File: config.mk
export PLATFORM = sky130hd
export DESIGN_NAME = midpoint_circle_points
export DESIGN_NICKNAME = d
export VERILOG_FILES = /design/src/hw/rtl/mcp_pkg.sv /design/src/hw/rtl/midpoint_circle_points.sv /design/src/hw/rtl/mcp_point.sv
export VERILOG_INCLUDE_DIRS = /design/src /design/src/hw/rtl
export SDC_FILE = /design/constraint.sdc
export NUM_CORES = 1
export LEC_CHECK = 0
export BUFFER_PORTS_ARGS = -buffer_cell sky130_fd_sc_hd__buf_2
export CORE_MARGIN = 2
export CORE_UTILIZATION = 55
export CTS_BUF_LIST = sky130_fd_sc_hd__clkbuf_4 sky130_fd_sc_hd__clkbuf_8
export CTS_CLUSTER_DIAMETER = 200
export CTS_CLUSTER_SIZE = 12
export DETAILED_ROUTE_END_ITERATION = 10
export MAX_ROUTING_LAYER = met4
export PLACE_DENSITY = 0.8
export SYNTH_ARGS = -nofsm -noshare
export SYNTH_HDL_FRONTEND = slang
export SYNTH_HIERARCHICAL = 1
export SYNTH_SLANG_ARGS = --single-unit
File: constraint.sdc
create_clock -name clock -period 4.5 [get_ports clock]
set_clock_uncertainty 0.1 [all_clocks]
set_input_delay 0.225 -clock clock [delete_from_list [all_inputs] [get_ports clock]]
set_output_delay 0.225 -clock clock [all_outputs]
set_load 0.02 [all_outputs]
File: src/hw/rtl/midpoint_circle_points_defines.svh
// Assertion helpers for the circle point generator.
`ifndef MIDPOINT_CIRCLE_POINTS_DEFINES_SVH
`define MIDPOINT_CIRCLE_POINTS_DEFINES_SVH

// same-cycle implication, disabled in reset
`define MCP_ASSERT_NOW(label, clk, rst, ante, cons) \
   label: assert property (@(posedge clk) disable iff (rst) (ante) |-> (cons)) \
      else $error("assertion failed");

// next-cycle implication, disabled in reset
`define MCP_ASSERT_NEXT(label, clk, rst, ante, cons) \
   label: assert property (@(posedge clk) disable iff (rst) (ante) |=> (cons)) \
      else $error("assertion failed");

`endif

File: src/hw/rtl/mcp_pkg.sv
package mcp_pkg;

   localparam int SCREEN_WIDTH  = 240;
   localparam int SCREEN_HEIGHT = 320;

   localparam logic OP_START = 1'b0;
   localparam logic OP_STEP  = 1'b1;

   localparam logic [2:0] LAST_POINT = 3'd7;

   typedef struct packed {
      logic [10:0]        x;
      logic [10:0]        y;
      logic signed [11:0] col;
      logic signed [11:0] row;
      logic [15:0]        color;
      logic [2:0]         idx;
      logic               done;
   } point_src_type;

   typedef struct packed {
      logic [10:0] pixel_x;
      logic [10:0] pixel_y;
      logic [15:0] color;
      logic        visible;
      logic        last;
      logic        done;
   } point_type;

endpackage

File: src/hw/rtl/midpoint_circle_points.sv
// Midpoint circle outline point generator.
// A start beat gives no result, nor does a step beat while no circle is active.
// An active step beat gives eight point beats through the work and response registers,
// one per cycle while the receiver is ready; the point sequencer holds one step.
// Synchronous active-high reset clears the active flag and the sequencer and output valid flags.
`include "midpoint_circle_points_defines.svh"

module midpoint_circle_points (
   input  logic               clock,
   input  logic               reset,
   input  logic               req_valid,
   output logic               req_ready,
   input  logic               req_operation,
   input  logic signed [11:0] req_center_x,
   input  logic signed [11:0] req_center_y,
   input  logic [9:0]         req_radius,
   input  logic [15:0]        req_pen_color,
   output logic               rsp_valid,
   input  logic               rsp_ready,
   output logic [10:0]        rsp_pixel_x,
   output logic [10:0]        rsp_pixel_y,
   output logic [15:0]        rsp_point_color,
   output logic               rsp_visible,
   output logic               rsp_last_of_step,
   output logic               rsp_circle_done
);

   logic [10:0]        offset_x_ff, offset_x_in;
   logic [10:0]        offset_y_ff, offset_y_in;
   logic signed [13:0] decision_ff, decision_in;
   logic signed [11:0] centre_col_ff;
   logic signed [11:0] centre_row_ff;
   logic [15:0]        outline_color_ff;
   logic               active_ff, active_in;

   logic                   work_valid_ff, work_valid_in;
   mcp_pkg::point_src_type work_ff, work_in;
   logic                   rsp_valid_ff, rsp_valid_in;
   mcp_pkg::point_type     rsp_ff;
   mcp_pkg::point_type     point;

   logic               req_fire;
   logic               load_rsp;
   logic               start_fire;
   logic               step_fire;
   logic signed [13:0] x_ext;
   logic signed [13:0] y_ext;
   logic [11:0]        nx12;
   logic signed [11:0] ny12;
   logic               step_done;

   mcp_point u_point (
      .src (work_ff),
      .pnt (point)
   );

   assign load_rsp   = work_valid_ff && (!rsp_valid_ff || rsp_ready);
   assign req_ready  = !work_valid_ff || (load_rsp && work_ff.idx == mcp_pkg::LAST_POINT);
   assign req_fire   = req_valid && req_ready;
   assign start_fire = req_fire && (req_operation == mcp_pkg::OP_START);
   assign step_fire  = req_fire && (req_operation == mcp_pkg::OP_STEP) && active_ff;

   always_comb begin
      x_ext       = {3'b000, offset_x_ff};
      y_ext       = {{3{offset_y_ff[10]}}, offset_y_ff};
      nx12        = {1'b0, offset_x_ff} + 12'd1;
      offset_x_in = offset_x_ff;
      offset_y_in = offset_y_ff;
      decision_in = decision_ff;
      active_in   = active_ff;
      if (decision_ff[13]) begin
         ny12 = {offset_y_ff[10], offset_y_ff};
      end else begin
         ny12 = {offset_y_ff[10], offset_y_ff} - 12'sd1;
      end
      step_done = signed'(nx12) > ny12;

      if (start_fire) begin
         offset_x_in = 11'd0;
         offset_y_in = {1'b0, req_radius};
         decision_in = 14'sd3 - signed'({3'b000, req_radius, 1'b0});
         active_in   = 1'b1;
      end else if (step_fire) begin
         if (decision_ff[13]) begin
            decision_in = decision_ff + (x_ext <<< 2) + 14'sd6;
         end else begin
            decision_in = decision_ff + ((x_ext - y_ext) <<< 2) + 14'sd10;
         end
         offset_x_in = nx12[10:0];
         offset_y_in = ny12[10:0];
         active_in   = !step_done;
      end
   end

   always_comb begin
      work_in       = work_ff;
      work_valid_in = work_valid_ff;
      if (load_rsp) begin
         work_in.idx = work_ff.idx + 3'd1;
         if (work_ff.idx == mcp_pkg::LAST_POINT) begin
            work_valid_in = 1'b0;
         end
      end
      if (step_fire) begin
         work_valid_in = 1'b1;
         work_in.x     = offset_x_ff;
         work_in.y     = offset_y_ff;
         work_in.col   = centre_col_ff;
         work_in.row   = centre_row_ff;
         work_in.color = outline_color_ff;
         work_in.idx   = 3'd0;
         work_in.done  = step_done;
      end
      rsp_valid_in = load_rsp || (rsp_valid_ff && !rsp_ready);
   end

   always_ff @(posedge clock) begin
      if (reset) begin
         active_ff     <= 1'b0;
         work_valid_ff <= 1'b0;
         rsp_valid_ff  <= 1'b0;
      end else begin
         active_ff     <= active_in;
         work_valid_ff <= work_valid_in;
         rsp_valid_ff  <= rsp_valid_in;
      end
   end

   always_ff @(posedge clock) begin
      offset_x_ff <= offset_x_in;
      offset_y_ff <= offset_y_in;
      decision_ff <= decision_in;
      work_ff     <= work_in;
      if (start_fire) begin
         centre_col_ff    <= req_center_x;
         centre_row_ff    <= req_center_y;
         outline_color_ff <= req_pen_color;
      end
      if (load_rsp) begin
         rsp_ff <= point;
      end
   end

   assign rsp_valid        = rsp_valid_ff;
   assign rsp_pixel_x      = rsp_ff.pixel_x;
   assign rsp_pixel_y      = rsp_ff.pixel_y;
   assign rsp_point_color  = rsp_ff.color;
   assign rsp_visible      = rsp_ff.visible;
   assign rsp_last_of_step = rsp_ff.last;
   assign rsp_circle_done  = rsp_ff.done;

   `MCP_ASSERT_NOW(a_done_on_last, clock, reset, rsp_valid_ff && rsp_ff.done, rsp_ff.last)
   `MCP_ASSERT_NOW(a_hidden_zero, clock, reset, rsp_valid_ff && !rsp_ff.visible,
      rsp_ff.pixel_x == 11'd0 && rsp_ff.pixel_y == 11'd0)
   `MCP_ASSERT_NOW(a_busy_blocks, clock, reset,
      work_valid_ff && work_ff.idx != mcp_pkg::LAST_POINT, !req_ready)
   `MCP_ASSERT_NEXT(a_done_idles, clock, reset, step_fire && step_done, !active_ff)

endmodule

File: src/hw/rtl/mcp_point.sv
module mcp_point (
   input  mcp_pkg::point_src_type src,
   output mcp_pkg::point_type     pnt
);

   logic signed [12:0] a_off;
   logic signed [12:0] b_off;
   logic signed [12:0] dx;
   logic signed [12:0] dy;
   logic signed [12:0] col;
   logic signed [12:0] row;
   logic               vis;

   always_comb begin
      a_off = {2'b00, src.x};
      b_off = {{2{src.y[10]}}, src.y};
      dx    = src.idx[2] ? b_off : a_off;
      dy    = src.idx[2] ? a_off : b_off;
      if (src.idx[0]) begin
         dx = -dx;
      end
      if (src.idx[1]) begin
         dy = -dy;
      end
      col = {src.col[11], src.col} + dx;
      row = {src.row[11], src.row} + dy;
      vis = !col[12] && (col[11:0] < 12'(mcp_pkg::SCREEN_WIDTH))
         && !row[12] && (row[11:0] < 12'(mcp_pkg::SCREEN_HEIGHT));

      pnt.pixel_x = vis ? col[10:0] : 11'd0;
      pnt.pixel_y = vis ? row[10:0] : 11'd0;
      pnt.color   = src.color;
      pnt.visible = vis;
      pnt.last    = (src.idx == mcp_pkg::LAST_POINT);
      pnt.done    = (src.idx == mcp_pkg::LAST_POINT) && src.done;
   end

endmodule

Yosys cells after proc, flatten, opt, wreduce, memory -nomap -nowiden

Index checks and enable logic that the tools add are counted.

Add/subtract/negate cells: 13
$lt $le $gt $ge: 3
Equal/unequal tests: 1
Mux-type cells: 15
Bitwise logic cells: 1
Reductions and logical operators: 24

Operators by type and width:

| cell                  | number |
|---|---|
| $mux 13               | 4 |
| $mux 14               | 3 |
| $add 14x14->14        | 2 |
| $add 13x13->13        | 2 |
| $neg 13->13           | 2 |
| $mux 10               | 2 |
| $add 14x4->14 const B | 1 |
| $add 14x5->14 const B | 1 |
| $add 11x1->12 const B | 1 |
| $gt 12x12->1          | 1 |
| $lt 12x8->1 const B   | 1 |
| $lt 12x9->1 const B   | 1 |
| $mux 12               | 1 |
| $sub 11x2->12 const B | 1 |
| $sub 12x11->12        | 1 |
| $sub 2x11->12 const A | 1 |
| $logic_and 1x1->1     | 11 |
| $logic_not 1->1       | 6 |
| $reduce_bool 2->1     | 3 |
| $mux 1                | 5 |
| $add 3x1->3 const B   | 1 |
| $eq 3x3->1 const B    | 1 |
| $logic_or 1x1->1      | 3 |
| $reduce_and 2->1      | 1 |
| $not 1->1             | 1 |

Register bits after elaboration: 186
Input port bits: 55
Output and inout port bits: 43
Word-level logic and storage cells: 80

Depth between registers and ports, before layout

Depth in word-level cells: 10
Depth in mapped cells: 22
Mapped depth without buffers: 18

By module

Netlist, hierarchy kept.

Modules (own cells, without submodules):

| module                 | times used | cells each | area an instance (sq um) | sequential area each (sq um) |
|---|---|---|---|---|
| midpoint_circle_points | 1          | 618        | 8486.9                   | 5375.2 |
| mcp_point              | 1          | 370        | 2710.1                   | 0.0 |

Worst setup path before layout

No wires, ideal clock.

Path kind: reg-to-reg
From: reg work_ff[3] (netlist name)
To: reg rsp_ff (netlist bit rsp_visible) (data pin)
Library setup time: 251 ps
Arrival time: 4425 ps
Data required time: 4149 ps
Slack: -276 ps
Cell stages (with the launch flop): 22
Path buffers: 7
Clock period less this slack: 4776 ps
Cell sequence: dfxtp_1 buf_2 buf_2 buf_2 buf_1 mux2i_1 ha_1 nor4b_1 a31oi_1 o21ai_0 xor2_1 ha_1 clkbuf_1 o21a_1 a21oi_1 a211oi_1 o211ai_1 a211oi_2 nor2_2 buf_6 nor3_1 buf_4

Cells in the longest elaborated chain, start to end: 8
Elaborated cells between the ends (all ways): 15
Those cells by class: 4 x add/sub; 2 x order compare; 4 x mux; 5 x reduce/logical

Ends and longest elaborated chain:

| item                                                  | line                          | source |
|---|---|---|
| start: declaration                                    | midpoint_circle_points.sv:37  | `mcp_pkg::point_src_type work_ff, work_in;` |
| start signal: assignment                              | midpoint_circle_points.sv:133 | `work_ff <= work_in;` |
| $mux 13                                               | mcp_point.sv:17               | `dx = src.idx[2] ? b_off : a_off;` |
| $neg 13->13                                           | mcp_point.sv:20               | `dx = -dx;` |
| $mux 13                                               | mcp_point.sv:19               | `if (src.idx[0]) begin` |
| $add 13x13->13                                        | mcp_point.sv:25               | `col = {src.col[11], src.col} + dx;` |
| $lt 12x8->1 / $logic_not 1->1 (equally long branches) | mcp_point.sv:27               | `vis = !col[12] && (col[11:0] < 12'(mcp_pkg::SCREEN_WIDTH))` |
| $logic_and 1x1->1                                     | mcp_point.sv:27               |  |
| $logic_and 1x1->1                                     | mcp_point.sv:28               | `&& !row[12] && (row[11:0] < 12'(mcp_pkg::SCREEN_HEIGHT));` |
| $logic_and 1x1->1 *                                   | mcp_point.sv:28               |  |
| net u_point.vis                                       | mcp_point.sv:12               | `logic vis;` |
| end signal: assignment                                | midpoint_circle_points.sv:140 | `rsp_ff <= point;` |
| end: declaration                                      | midpoint_circle_points.sv:39  | `mcp_pkg::point_type rsp_ff;` |

The timed path passes the listed nets; every way through them passes the cells marked *.
A chain may end at the register's enable or synchronous reset.

Worst setup path in the final report

From: reg work_ff[3] (netlist name)
To: reg rsp_ff (netlist bit rsp_pixel_y[0]) (data pin)

Cells in the longest elaborated chain, start to end: 8
Elaborated cells between the ends (all ways): 15
Those cells by class: 4 x add/sub; 2 x order compare; 4 x mux; 5 x reduce/logical

Ends and longest elaborated chain:

| item                                                  | line |
|---|---|
| $mux 13                                               | mcp_point.sv:17 |
| $neg 13->13                                           | mcp_point.sv:20 |
| $mux 13                                               | mcp_point.sv:19 |
| $add 13x13->13                                        | mcp_point.sv:25 |
| $lt 12x8->1 / $logic_not 1->1 (equally long branches) | mcp_point.sv:27 |
| $logic_and 1x1->1                                     | mcp_point.sv:27 |
| $logic_and 1x1->1 (2 in series)                       | mcp_point.sv:28 |

Parallel ways exist; a longest one is shown, timed or not.

==> flow_metrics.py <==
metrics = {
    "logic_synthesis": {
        "synth-seq-cells": 185,
        "synth_area_leaders": "edfxtp_1 45%, ha_1 11%, xor2_1 3.6%, xnor2_1 3.4%, dfxtp_1 3.2%",
        "synth_edf_count": 167,
        "yosysSeqAreaShare": 0.480,
        "async_reset_ff_frac": 0,
        "yosysWarningCount": 6,
        "synth_top_area_cell": "edfxtp_1",
        "synth_area_um2": 11200,
        "avgSynthCellArea_um2": 11.3,
        "synth-main-ff-cell": "edfxtp_1",
        "netlist_instances": 988,
        "yosys.area.top_type_share": 0.448,
        "ys_types": 82,
    },
    "grt": {
        "grt_usage": 0.231,
        "grt_pass1_wl_um": 38300,
        "grt-ovfl-total": 0,
        "grt_max_degree": 58,
        "antenna_found_initial": 1,
        "grt_pass1_vias": 7926,
    },
    "worst_setup_path": {
        "r2r_setup_slack_ps": 310,
        "crit_slowest_cell": "dfxtp_2",
        "crit_fanout": 29,
        "path_buf_inv": 2,
        "worstReg2RegEnd": "rsp_pixel_y[0]",
        "critPathArrivalTime_ps": 4370,
        "cpMostUsedCell": "a21oi_1",
        "critPathKind": "reg -> reg",
        "cpLargestDelayFamily": "compound AO/OA/AOI/OAI gates",
        "end_kind": "flop",
        "startpoint_type": "flop",
        "required_ps": 4680,
        "rr_worst_depth": 14,
        "crit_chain": "buf_6 -> nor4b_2 -> a22oi_1 -> nand2_1 -> xor2_1 -> ha_1 -> a21oi_1 -> o21ai_0 -> o211ai_1 -> a21oi_1 -> xor3_1 -> nand2b_1 -> buf_4 -> nor4b_1",
        "slowest_delay_ps": 430,
        "worstReg2RegStart": "work_ff[3]",
    },
    "timing": {
        "fin_hold_ws_ps": 34.0,
        "relSlewSlack": 0.432,
        "rsz0062_at_grt": "false",
        "final_max_slew_viol_count": 0,
        "fin_crit_ps": 4190,
        "setup_viol": 0,
        "period_share": 0.931,
        "tightest_slew_ps": 847,
        "final_hold_viol_count": 0,
        "fmax_mhz": 239,
        "tns_ps": 0,
    },
    "job": {
        "drv_cap": 0,
    },
    "route": {
        "wirelength_um": 23300,
        "ant_nets": 0,
        "dr.pass1.iters": 5,
        "met1_length_um": 9720,
        "vias": 7886,
        "route.detailed.drc": 0,
        "wl_met2_um": 12400,
        "wl_met3_um": 848,
        "vias_per_cell": 5.60,
        "wire_per_inst_um": 16.6,
        "drt-initial-drc-count": 442,
        "top_layer": "met4",
    },
    "clock_tree": {
        "clock_tree.root_cell": "clkbuf_8",
        "clock_latency_ps": 470,
        "cts_tree": "done",
        "clockBufferDepth": 2,
        "htreeDepth": 4,
        "numClockSinks": 185,
        "path_clk_slew_ps": 110,
        "numCtsBuffers": 17,
    },
    "finish": {
        "fillers": 1587,
        "syn_to_final_growth_pct": 14.3,
        "post_route_cells_drive_above_1_share": 0.166,
        "postLayoutCoreUtil": 0.637,
        "nNetsFinal": 1285,
    },
    "power": {
        "powerDensity_nw_per_um2": 428,
        "leakage_uw": 0.00508,
        "fin_total_pwr_uw": 5470,
        "peakVddDrop_mv": 0.285,
    },
    "min_path": {
        "min_from": "req_radius[1]",
        "worstHoldPathCells": 3,
        "worstHoldEndpoint": "offset_y_ff[1]",
        "hold_class": "in -> reg",
    },
    "status": {
        "status": "finished, final reports clean",
    },
    "floorplanning": {
        "die_y_um": 147,
        "start_util": 0.557,
        "num_rows": 52,
        "dieArea_um2": 21500,
        "io_pins": 98,
        "core_um2": 20100,
        "die_w_um": 147,
    },
    "placed_design": {
        "dp_hpwl_um": 17200,
        "gp_congestion": 0.896,
        "port_buffers": 97,
    },
}
layer usage:
layer  vias to the layer above  track usage
met3                        28       0.0363
met2                       176        0.412
met5                         -            -
met1                      3757        0.266
met4                         0       0.0738
li1                       3925            -
synthesized netlist by cell type (4+ instances only):
| cell | number |
|---|---|
| nor3_1 | 24 |
| nand4_1 | 5 |
| ha_1 | 102 |
| nand3_1 | 11 |
| clkbuf_1 | 9 |
| o21a_1 | 9 |
| o31ai_1 | 8 |
| nor4b_1 | 6 |
| nand3b_1 | 4 |
| nor2_1 | 68 |
| mux2i_1 | 22 |
| edfxtp_1 | 167 |
| o21bai_1 | 4 |
| o211ai_1 | 7 |
| buf_4 | 22 |
| fa_1 | 5 |
| nor4_1 | 10 |
| a21oi_1 | 71 |
| o21ai_1 | 16 |
| nor2b_1 | 15 |
| a21o_1 | 18 |
| nor4_2 | 7 |
| inv_1 | 52 |
| a31oi_1 | 6 |
| and3_1 | 12 |
| buf_2 | 7 |
| dfxtp_1 | 18 |
| mux2_2 | 8 |
| xnor2_1 | 43 |
| nand2b_1 | 13 |
| a211oi_1 | 12 |
| inv_2 | 4 |
| nand2_1 | 48 |
| xor2_1 | 46 |
| buf_6 | 4 |
| o21ai_0 | 30 |
| or3_1 | 5 |
metrics by stage:
| stage | instance area [um^2] | worst slack (ps) | cells |
|---|---|---|---|
| after floorplan | 11200 | 19.4 | 992 |
| final | 12800 | 308 | 1407 |
| after CTS | 12700 | 103 | 1404 |
| after global placement | 11900 | 261 | 1329 |
| after detailed placement | 11900 | 158 | 1329 |
| after global routing | 12800 | 17.0 | 1407 |
sequential cells by signal, summed over array words and instances (netlist names):
register / flops
offset_y_ff: 11
rsp_point_color: 16
rsp_pixel_y: 11
decision_ff: 13
outline_color_ff: 16
rsp_pixel_x: 11
rsp_last_of_step: 1
centre_row_ff: 12
work_valid_ff: 1
offset_x_ff: 11
active_ff: 1
work_ff: 66
rsp_valid: 1
centre_col_ff: 12
rsp_circle_done: 1
rsp_visible: 1
layout by cell type (no fill, tap or decap), drive strengths merged, types with 18 or more instances in the layout:
master / n
a21o: 18
a21oi: 74
buf: 114
dfxtp: 18
dlygate4sd3: 43
edfxtp: 167
ha: 102
inv: 63
mux2i: 22
nand2: 48
nor2: 69
nor3: 25
o21ai: 48
xnor2: 43
xor2: 46
worst max-delay path by stage:
stage,start,to,slack [ps],depth (start not counted)
2_1_floorplan,work_ff[3],rsp_visible,20,21
3_3_place_gp,work_ff[3],rsp_pixel_y[0],260,13
3_5_place_dp,work_ff[3],rsp_pixel_y[0],160,13
4_1_cts,work_ff[3],rsp_pixel_y[0],100,13
5_1_grt,work_ff[3],rsp_pixel_y[0],20,15
6_report,work_ff[3],rsp_pixel_y[0],310,14
cells by family (layout without fill, tap and decap cells):
family	after synthesis	after routing	synth area share
adders and majority gates	107	107	0.123
other	1	6	0.000335
AOI/OAI and AO/OA	229	229	0.135
muxes	32	32	0.0297
DFF	185	185	0.480
buffers and inverters	101	245	0.0447
xor gates and xnor gates	90	90	0.0717
and+or+nand+nor	243	243	0.116
where the power goes:
group / switching (uW) / internal (uW) / total [uW] / leakage [uW]
Sequential: 67.3 / 1960 / 2020 / 0.00170
Clock: 708 / 436 / 1140 / 0.000207
Combinational: 1350 / 958 / 2310 / 0.00318
final cells by class:
| type | count | area [um^2] | area share |
|---|---|---|---|
| Clock buffer | 17 | 234 | 0.0183 |
| Tap cell | 270 | 338 | 0.0264 |
| Antenna cell | 1 | 2.50 | 0.000196 |
| Timing Repair Buffer | 157 | 1080 | 0.0848 |
| Clock inverter | 15 | 190 | 0.0149 |
| Multi-Input combinational cell | 706 | 5360 | 0.419 |
| Sequential cell | 185 | 5380 | 0.420 |
| Inverter | 56 | 210 | 0.0164 |
tightest hold or removal path, stage by stage:
cell and delay (ps):
buf_2 110, nand2_1 80, o21ai_0 80
what timing repair did:
| action | CTS | global route |
|---|---|---|
| hold endpoints to repair | 45 | 0 |
| setup buffers | 0 | 2 |
| hold buffers | 43 | 0 |
| resized for setup | 0 | 10 |
| endpoints found under the setup margin | 0 | 19 |
Note: power is estimated with default switching activity, not from simulation.
